===== src/design/lpc_pkg.sv =====
`timescale 1ns / 1ps
// Shared types and constants for the local peak clamp filter.
// No dependencies; the interfaces, kernel, drain and top level import this package.
package lpc_pkg;

  // Default build of the block
  localparam int unsigned MAX_WIDTH_DEF  = 1024;
  localparam int unsigned PIXEL_BITS_DEF = 16;

  // Fixed field widths
  localparam int unsigned ROW_W     = 16;
  localparam int unsigned HEIGHT_W  = 16;
  localparam int unsigned CFG_IDX_W = 1;

  // Reset value of the frame width register
  localparam int unsigned WIDTH_RST = 1024;

  // Result slots of one input pixel, in output order
  localparam int unsigned NUM_SLOTS = 3;
  localparam int unsigned SLOT_UP   = 0;  // pixel above the arriving one
  localparam int unsigned SLOT_LEFT = 1;  // last-row pixel to the left
  localparam int unsigned SLOT_SELF = 2;  // the arriving pixel (last row, last column)

  // Configuration register indexes
  typedef enum logic [CFG_IDX_W-1:0] {
    REG_FRAME_WIDTH  = 1'b0,
    REG_FRAME_HEIGHT = 1'b1
  } lpc_reg_e;

  // Kernel to drain handoff control
  typedef struct packed {
    logic                 vld;
    logic [NUM_SLOTS-1:0] slots;
  } lpc_bndl_t;

endpackage


===== src/design/lpc_drain.sv =====
`timescale 1ns / 1ps
// Result drain: holds the up-to-three results of one pixel and sends them
// one beat per cycle while out_rdy_i allows, through an output register. Depends on lpc_pkg.
module lpc_drain import lpc_pkg::*; #(
  parameter int unsigned PIXEL_BITS = PIXEL_BITS_DEF,
  parameter int unsigned COL_W      = 10
) (
  input  logic                                 clk_i,
  input  logic                                 rst_ni,
  input  lpc_bndl_t                            bndl_i,
  input  logic [ROW_W-1:0]                     row_i,
  input  logic [COL_W-1:0]                     col_i,
  input  logic [NUM_SLOTS-1:0][PIXEL_BITS-1:0] vals_i,
  output logic                                 bndl_rdy_o,
  output logic                                 out_vld_o,
  input  logic                                 out_rdy_i,
  output logic [ROW_W-1:0]                     out_row_o,
  output logic [COL_W-1:0]                     out_col_o,
  output logic [PIXEL_BITS-1:0]                out_val_o,
  output logic                                 out_done_o,
  output logic                                 out_last_o
);

  logic [NUM_SLOTS-1:0]                 slots_q;
  logic [ROW_W-1:0]                     row_q;
  logic [COL_W-1:0]                     col_q;
  logic [NUM_SLOTS-1:0][PIXEL_BITS-1:0] vals_q;
  logic                                 out_vld_q;
  logic [ROW_W-1:0]                     out_row_q;
  logic [COL_W-1:0]                     out_col_q;
  logic [PIXEL_BITS-1:0]                out_val_q;
  logic                                 out_done_q, out_last_q;

  logic                  load;
  logic [NUM_SLOTS-1:0]  pick, rem;
  logic [ROW_W-1:0]      sel_row;
  logic [COL_W-1:0]      sel_col;
  logic [PIXEL_BITS-1:0] sel_val;

  // Lowest pending slot goes out first
  assign load = (!out_vld_q || out_rdy_i) && (slots_q != '0);
  assign pick = slots_q & ~(slots_q - NUM_SLOTS'(1));
  assign rem  = slots_q & ~pick;

  assign bndl_rdy_o = (slots_q == '0) || (load && (rem == '0));

  // Position tag of the picked slot
  always_comb begin
    sel_row = row_q;
    sel_col = col_q;
    sel_val = vals_q[SLOT_SELF];
    if (pick[SLOT_UP]) begin
      sel_row = row_q - ROW_W'(1);
      sel_val = vals_q[SLOT_UP];
    end else if (pick[SLOT_LEFT]) begin
      sel_col = col_q - COL_W'(1);
      sel_val = vals_q[SLOT_LEFT];
    end
  end

  // Pending slots and output valid
  always_ff @(posedge clk_i or negedge rst_ni) begin
    if (!rst_ni) begin
      slots_q   <= '0;
      out_vld_q <= 1'b0;
    end else begin
      if (bndl_i.vld) begin
        slots_q <= bndl_i.slots;
      end else if (load) begin
        slots_q <= rem;
      end
      if (load) begin
        out_vld_q <= 1'b1;
      end else if (out_rdy_i) begin
        out_vld_q <= 1'b0;
      end
    end
  end

  // Payload registers
  always_ff @(posedge clk_i) begin
    if (bndl_i.vld) begin
      row_q  <= row_i;
      col_q  <= col_i;
      vals_q <= vals_i;
    end
    if (load) begin
      out_row_q  <= sel_row;
      out_col_q  <= sel_col;
      out_val_q  <= sel_val;
      out_done_q <= pick[SLOT_SELF];
      out_last_q <= rem == '0;
    end
  end

  assign out_vld_o  = out_vld_q;
  assign out_row_o  = out_row_q;
  assign out_col_o  = out_col_q;
  assign out_val_o  = out_val_q;
  assign out_done_o = out_done_q;
  assign out_last_o = out_last_q;

endmodule


===== config.mk =====
export PLATFORM = sky130hd
export DESIGN_NAME = lpc_drain
export DESIGN_NICKNAME = d
export VERILOG_FILES = /design/src/design/lpc_pkg.sv /design/src/design/lpc_drain.sv
export SDC_FILE = /design/constraint.sdc
export NUM_CORES = 1
export LEC_CHECK = 0
export BUFFER_PORTS_ARGS = -buffer_cell sky130_fd_sc_hd__buf_2
export CORE_ASPECT_RATIO = 1.75
export CORE_MARGIN = 5
export CORE_UTILIZATION = 48
export CTS_BUF_LIST = sky130_fd_sc_hd__clkbuf_8
export DETAILED_ROUTE_END_ITERATION = 10
export PLACE_DENSITY = 0.74
export SYNTH_ARGS = -nofsm -noshare
export SYNTH_HDL_FRONTEND = slang
export SYNTH_SLANG_ARGS = --single-unit

===== constraint.sdc =====
create_clock -name clk_i -period 3.7 [get_ports clk_i]
set_clock_uncertainty 0.1 [all_clocks]
set_input_delay 0.555 -clock clk_i [delete_from_list [all_inputs] [get_ports clk_i]]
set_output_delay 0.555 -clock clk_i [all_outputs]
set_load 0.01 [all_outputs]

== Word-level counts from Yosys, hierarchy flattened ==
Index checks and enable logic that the tools add are counted.

* Add/subtract/negate cells: 3
* Muxes and demuxes: 9
* Bitwise logic cells: 4
* Reduce and logical (&&, ||, !) cells: 10

{| class="wikitable"
|+ Operators by type and width
! cell !! count
|-
| 2-to-1 mux 16 bit || 3
|-
| 2-to-1 mux 10 bit || 2
|-
| subtractor 16 x 1 -> 16 bit (second input constant) || 1
|-
| subtractor 10 x 1 -> 10 bit (second input constant) || 1
|-
| bitwise AND 3 bit || 2
|-
| logical NOT 3 bit || 2
|-
| 2-to-1 mux 3 bit || 2
|-
| inverter 3 bit || 2
|-
| nonzero test 2 bit || 2
|-
| nonzero test 3 bit || 1
|-
| subtractor 3 x 1 -> 3 bit (second input constant) || 1
|-
| logical AND 1 bit || 2
|-
| logical OR 1 bit || 2
|-
| 2-to-1 mux 1 bit || 2
|-
| logical NOT 1 bit || 1
|}

* Bits in registers: 122
* Bits of input ports: 81
* Output and inout port bits: 46
* Logic and storage cells: 38

== Longest topological paths before layout ==
* Depth after elaboration: 8
* Gate-level depth with buffers: 5
* Depth with buffers taken out: 5

== Least setup slack after synthesis ==
Ideal clock, no wire load.

* Kind: reg2reg
* Start point: register slots_q[0]
* End point: register out_col_q[0], in the netlist out_col_o[0] (enable)
* Library setup time: 446 ps
* Arrival: 2618 ps
* Data required time: 3154 ps
* Slack: 536 ps
* Cell stages (with the launch flop): 5
* Buffers on the path: 2
* Period minus slack after synthesis: 3164 ps
* Cells stage by stage: dfrtp_1 -> buf_4 -> buf_2 -> nor3_1 -> nor2_1

* Word-level cells in the longest chain between the ends: 2

{| class="wikitable"
|+ RTL lines
! what !! RTL line !! source
|-
| from (decl) || lpc_drain.sv:24 || <nowiki>logic [NUM_SLOTS-1:0] slots_q;</nowiki>
|-
| from (signal assigned) || lpc_drain.sv:68 || <nowiki>slots_q <= bndl_i.slots;</nowiki>
|-
| from (signal assigned) || lpc_drain.sv:70 || <nowiki>slots_q <= rem;</nowiki>
|-
| nonzero test 3 bit || lpc_drain.sv:41 || <nowiki>assign load = (!out_vld_q || out_rdy_i) && (slots_q != '0);</nowiki>
|-
| logical AND 1 bit || lpc_drain.sv:41 ||
|-
| named net load || lpc_drain.sv:34 || <nowiki>logic load;</nowiki>
|-
| to (signal assigned) || lpc_drain.sv:89 || <nowiki>out_col_q <= sel_col;</nowiki>
|-
| to (decl) || lpc_drain.sv:30 || <nowiki>logic [COL_W-1:0] out_col_q;</nowiki>
|}

The timed path passes the listed nets, and every way through them passes these cells.
A chain may end at the register's enable or synchronous reset.

== Worst setup path in the final report ==
* Start point: register out_vld_q, in the netlist out_vld_o
* End point: output port bndl_rdy_o

* Word-level cells in the longest chain between the ends: 5

{| class="wikitable"
|+ RTL lines
! what !! RTL line !! source
|-
| from (decl) || lpc_drain.sv:28 || <nowiki>logic out_vld_q;</nowiki>
|-
| from (signal assigned) || lpc_drain.sv:65 || <nowiki>out_vld_q <= 1'b0;</nowiki>
|-
| from (signal assigned) || lpc_drain.sv:73 || <nowiki>out_vld_q <= 1'b1;</nowiki>
|-
| from (signal assigned) || lpc_drain.sv:75 || <nowiki>out_vld_q <= 1'b0;</nowiki>
|-
| logical NOT 1 bit || lpc_drain.sv:41 ||
|-
| logical OR 1 bit || lpc_drain.sv:41 ||
|-
| logical AND 1 bit || lpc_drain.sv:41 ||
|-
| logical AND 1 bit || lpc_drain.sv:45 || <nowiki>assign bndl_rdy_o = (slots_q == '0) || (load && (rem == '0));</nowiki>
|-
| logical OR 1 bit || lpc_drain.sv:45 ||
|-
| to (decl) || lpc_drain.sv:14 || <nowiki>output logic bndl_rdy_o,</nowiki>
|}

Every way passes these cells.

==> reports/summary.txt <==
================================================================================
Run status                                                          finished clean
Fraction of final layout cells sized beyond drive strength 1               38.5%
Number of cells traversed by the worst hold path                               1
Peak Freq                                                              0.448 GHz
Total setup buffers inserted after CTS                                         0
Leakage                                                                  2.25 nW
Via count of the first global-routing pass                                 2,727
Pint                                                                     2.52 mW
CTS Root Buffer Type                                                sky130_fd_sc_hd__clkbuf_8
Portion of the post-synthesis area used by sequential elements             78.6%
Die height                                                                140 um
Startpoint type of the worst setup path                                 register
#FFs+latches synth                                                           122
Fill cell count                                                              686
Switching part of the total power                                          21.9%
Number of nets in the finished design                                        493
GRT Util Overall                                                           14.8%
Fin cells                                                                    546
Cell total after placement                                                   512
Post-detailed-route wirelength per cell                                  15.1 um
Sinks on the clock net                                                       122
Post-synthesis to final-layout area growth                                 25.7%
Initial DRC Count                                                             64
Post-Route WL                                                            8230 um
TritonCTS clock tree                                                         yes
Area of the die                                                      11,800 um^2
Worst reg-to-reg setup slack                                             1660 ps
Top Family by Delay on Critical Path                                simple AND/OR/NAND/NOR gates
Starting density of the core                                               49.0%
Category of the worst setup path capture point                       output port
Max Cap Viol                                                                   0
Peak VDD IR                                                               399 uV
Number of nets with antenna violations after routing                           0
Maximum count of clock buffers along a single path                             2
Pwr per Cell Area                                                    554 nW/um^2
Worst stage delay on the critical path                                    440 ps
Worst setup slack after layout                                           1470 ps
Class of the worst hold path                                              in2reg
Post-synth net total                                                         354
Switching power total                                                   0.705 mW
Number of H-tree branching levels                                              4
Commonest register cell after synthesis                             sky130_fd_sc_hd__edfxtp_1
Pin count of the biggest net entering global routing                          81
Number of synthesized flops with an enable pin                               118
Number of resized instances in the post-cts repair step                        0
Number of warnings reported in the yosys synthesis log                         0
Routability-driven placement congestion ratio                              0.811
Detailed Routing Iterations Pass 1                                             4
Yosys cell types                                                              29
Data required time of the critical path                                  3040 ps
Share of synthesized registers carrying an async set or reset              3.28%
Buffers on Ports                                                             126
Count of cell instances traversed by the critical path                         4
Vias per Instance                                                           4.88
DRC violation count after routing                                              0
Detail Placement HPWL                                                    5850 um
Die Wd                                                                   84.3 um
Headroom to the max-slew limit                                             18.9%
Number of slew-limit violations in the final report                            0
Number of antenna violations at the first check in global routing              1
Clock Power Share                                                          37.5%
Io pins                                                                      127
Mean post-synth cell area                                              17.1 um^2
Endpoint arrival time on the critical path                               1580 ps
DP Worst Slack                                                           1430 ps
Insertion delay of the later-clocked pin in the worst-skew pair           420 ps
Final hold violation count                                                     0
First-pass GRT wire length                                             13,200 um
Core area                                                              9470 um^2
Post-layout min period                                                   2230 ps
Pwr Total                                                                3.23 mW
Crit-path max FO                                                               7
Worst Max-Slew Pin Slew                                                  1210 ps
Mapped cell area                                                       4640 um^2
Combinational power share                                                   8.8%
Setup Viol. Count Final                                                        0
Cells along the critical path                                       nor2b_1, a211o_1, nand2_1, buf_2
CP Buf/Inv Count                                                               1
Cells on worst reg2reg path                                                    2
Inserted Clock Buffers                                                        17
Total number of vias                                                       2,664
Setup_tns                                                                   0 ps
Gate Count Post-Synth                                                        271
Cell row count                                                                47
Post-route worst hold slack                                               206 ps
Final critical-path share of the clock period                              60.3%
Startpoint-to-endpoint class of the critical path                        reg2out
Clock transition at the registers of the reported paths                    70 ps
Cell at the slowest stage of the critical path                      sky130_fd_sc_hd__nor2b_1
Total congestion overflow after global routing                                 0
Unrepaired setup endpoints after global routing                               no
Share of total power in sequential cells                                   53.7%
================================================================================
==> cell usage after synthesis, types with 3 or more instances <==
library cell / count / share of area [%]
sky130_fd_sc_hd__nor2_1: 8 / 0.65
sky130_fd_sc_hd__xor2_1: 3 / 0.57
sky130_fd_sc_hd__buf_4: 3 / 0.49
sky130_fd_sc_hd__nor3_1: 8 / 0.86
sky130_fd_sc_hd__buf_2: 3 / 0.32
sky130_fd_sc_hd__o21ai_0: 21 / 2.3
sky130_fd_sc_hd__nand2_1: 27 / 2.2
sky130_fd_sc_hd__dfrtp_1: 4 / 2.2
sky130_fd_sc_hd__nand4_1: 5 / 0.67
sky130_fd_sc_hd__nand3_1: 6 / 0.65
sky130_fd_sc_hd__mux2i_1: 18 / 3.9
sky130_fd_sc_hd__xnor2_1: 21 / 4.0
sky130_fd_sc_hd__edfxtp_1: 118 / 76
sky130_fd_sc_hd__inv_1: 4 / 0.32
sky130_fd_sc_hd__clkbuf_1: 3 / 0.24
==> cell families (layout without fill, tap and decap cells) <==
| kind of cell | Yosys count | count (layout) | share of synthesized area [%] |
|---|---|---|---|
| other cells | 0 | 1 | 0 |
| compound gates | 25 | 25 | 2.97 |
| fa+ha+maj | 2 | 2 | 0.539 |
| xor+xnor | 24 | 24 | 4.53 |
| mux | 18 | 18 | 3.88 |
| flops | 122 | 122 | 78.6 |
| simple gates | 67 | 67 | 8.15 |
| buf+inv | 13 | 165 | 1.38 |
==> worst paths after layout <==
kind	startpoint	endpoint
hold reg to reg	vals_q[6]$_DFFE_PP_	out_val_o[6]$_DFFE_PP_
min in group asynchronous	rst_ni	out_vld_o$_DFFE_PN0P_
setup reg to reg	out_vld_o$_DFFE_PN0P_	out_row_o[4]$_DFFE_PP_
hold / removal	col_i[4]	col_q[4]$_DFFE_PP_
setup / recovery	out_vld_o$_DFFE_PN0P_	bndl_rdy_o
max in group asynchronous	rst_ni	slots_q[1]$_DFFE_PN0P_
==> flip-flops by register name, summed over array words and instances, names as in the netlist <==
name / count
row_q: 16
out_vld_o: 1
out_last_o: 1
out_val_o: 16
out_row_o: 16
col_q: 10
out_done_o: 1
vals_q: 48
out_col_o: 10
slots_q: 3
==> what timing repair did <==
item | CTS | global route
hold endpoints to repair | 4 | 0
hold buffers | 1 | 0
setup endpoints to repair | 0 | 0
==> power groups by stage <==
stage               clock [mW]  combinational [mW]  sequential, mW
finish                    1.21               0.284            1.73
global placement             0               0.279            1.76
detailed placement           0               0.290            1.76
global route              1.31               0.317            1.74
floorplan                    0               0.115            1.78
CTS                       1.24               0.291            1.73
==> stage by stage <==
stage	util [%]	instance area [um^2]
6_report	61.6	5830
3_5_place_dp	57.0	5400
2_1_floorplan	-	4640
5_1_grt	61.6	5830
3_3_place_gp	57.0	5400
4_1_cts	61.5	5830
==> cells in the final DEF, fill, tap and decap left out, types with 2 or more instances in the layout <==
cell type / instances
sky130_fd_sc_hd__nand2_1: 27
sky130_fd_sc_hd__clkinvlp_4: 3
sky130_fd_sc_hd__nor2b_1: 2
sky130_fd_sc_hd__clkinv_2: 5
sky130_fd_sc_hd__nand3_1: 6
sky130_fd_sc_hd__nor3_1: 8
sky130_fd_sc_hd__buf_4: 3
sky130_fd_sc_hd__nor4_4: 2
sky130_fd_sc_hd__mux2i_1: 18
sky130_fd_sc_hd__a211o_1: 2
sky130_fd_sc_hd__nand4_1: 5
sky130_fd_sc_hd__edfxtp_1: 118
sky130_fd_sc_hd__nor2_1: 7
sky130_fd_sc_hd__xor2_1: 3
sky130_fd_sc_hd__bufinv_16: 4
sky130_fd_sc_hd__xnor2_1: 21
sky130_fd_sc_hd__dfrtp_1: 4
sky130_fd_sc_hd__o21ai_0: 21
sky130_fd_sc_hd__ha_1: 2
sky130_fd_sc_hd__buf_2: 125
sky130_fd_sc_hd__nand4b_1: 2
sky130_fd_sc_hd__clkbuf_8: 17
sky130_fd_sc_hd__inv_1: 6
==> routing by layer <==
metal | part of all wire [%] | global-route usage (%) | wire (um)
met1 | 34 | 14.7 | 2800
met5 | 0 | 0 | 0
met3 | 7.2 | 6.58 | 589
met4 | 2.0 | 6.61 | 166
met2 | 57 | 26.4 | 4670
==> cell type report <==
type | count | area [um^2] | share of cell area, %
multi-input combinational | 136 | 938 | 16.1
timing repair buffer | 129 | 658 | 11.3
tap | 122 | 153 | 2.62
inverter | 4 | 15.0 | 0.258
antenna | 1 | 2.50 | 0.0429
clock inverter | 15 | 184 | 3.16
sequential | 122 | 3640 | 62.5
clock buffer | 17 | 234 | 4.01
==> worst register-to-register path, delay by kind of cell (launching register included) <==
| family | cells | cell delay [ps] |
|---|---|---|
| DFF | 1 | 370 |
| and+or+nand+nor | 2 | 1160 |
Note: power is estimated with default switching activity, not from simulation.
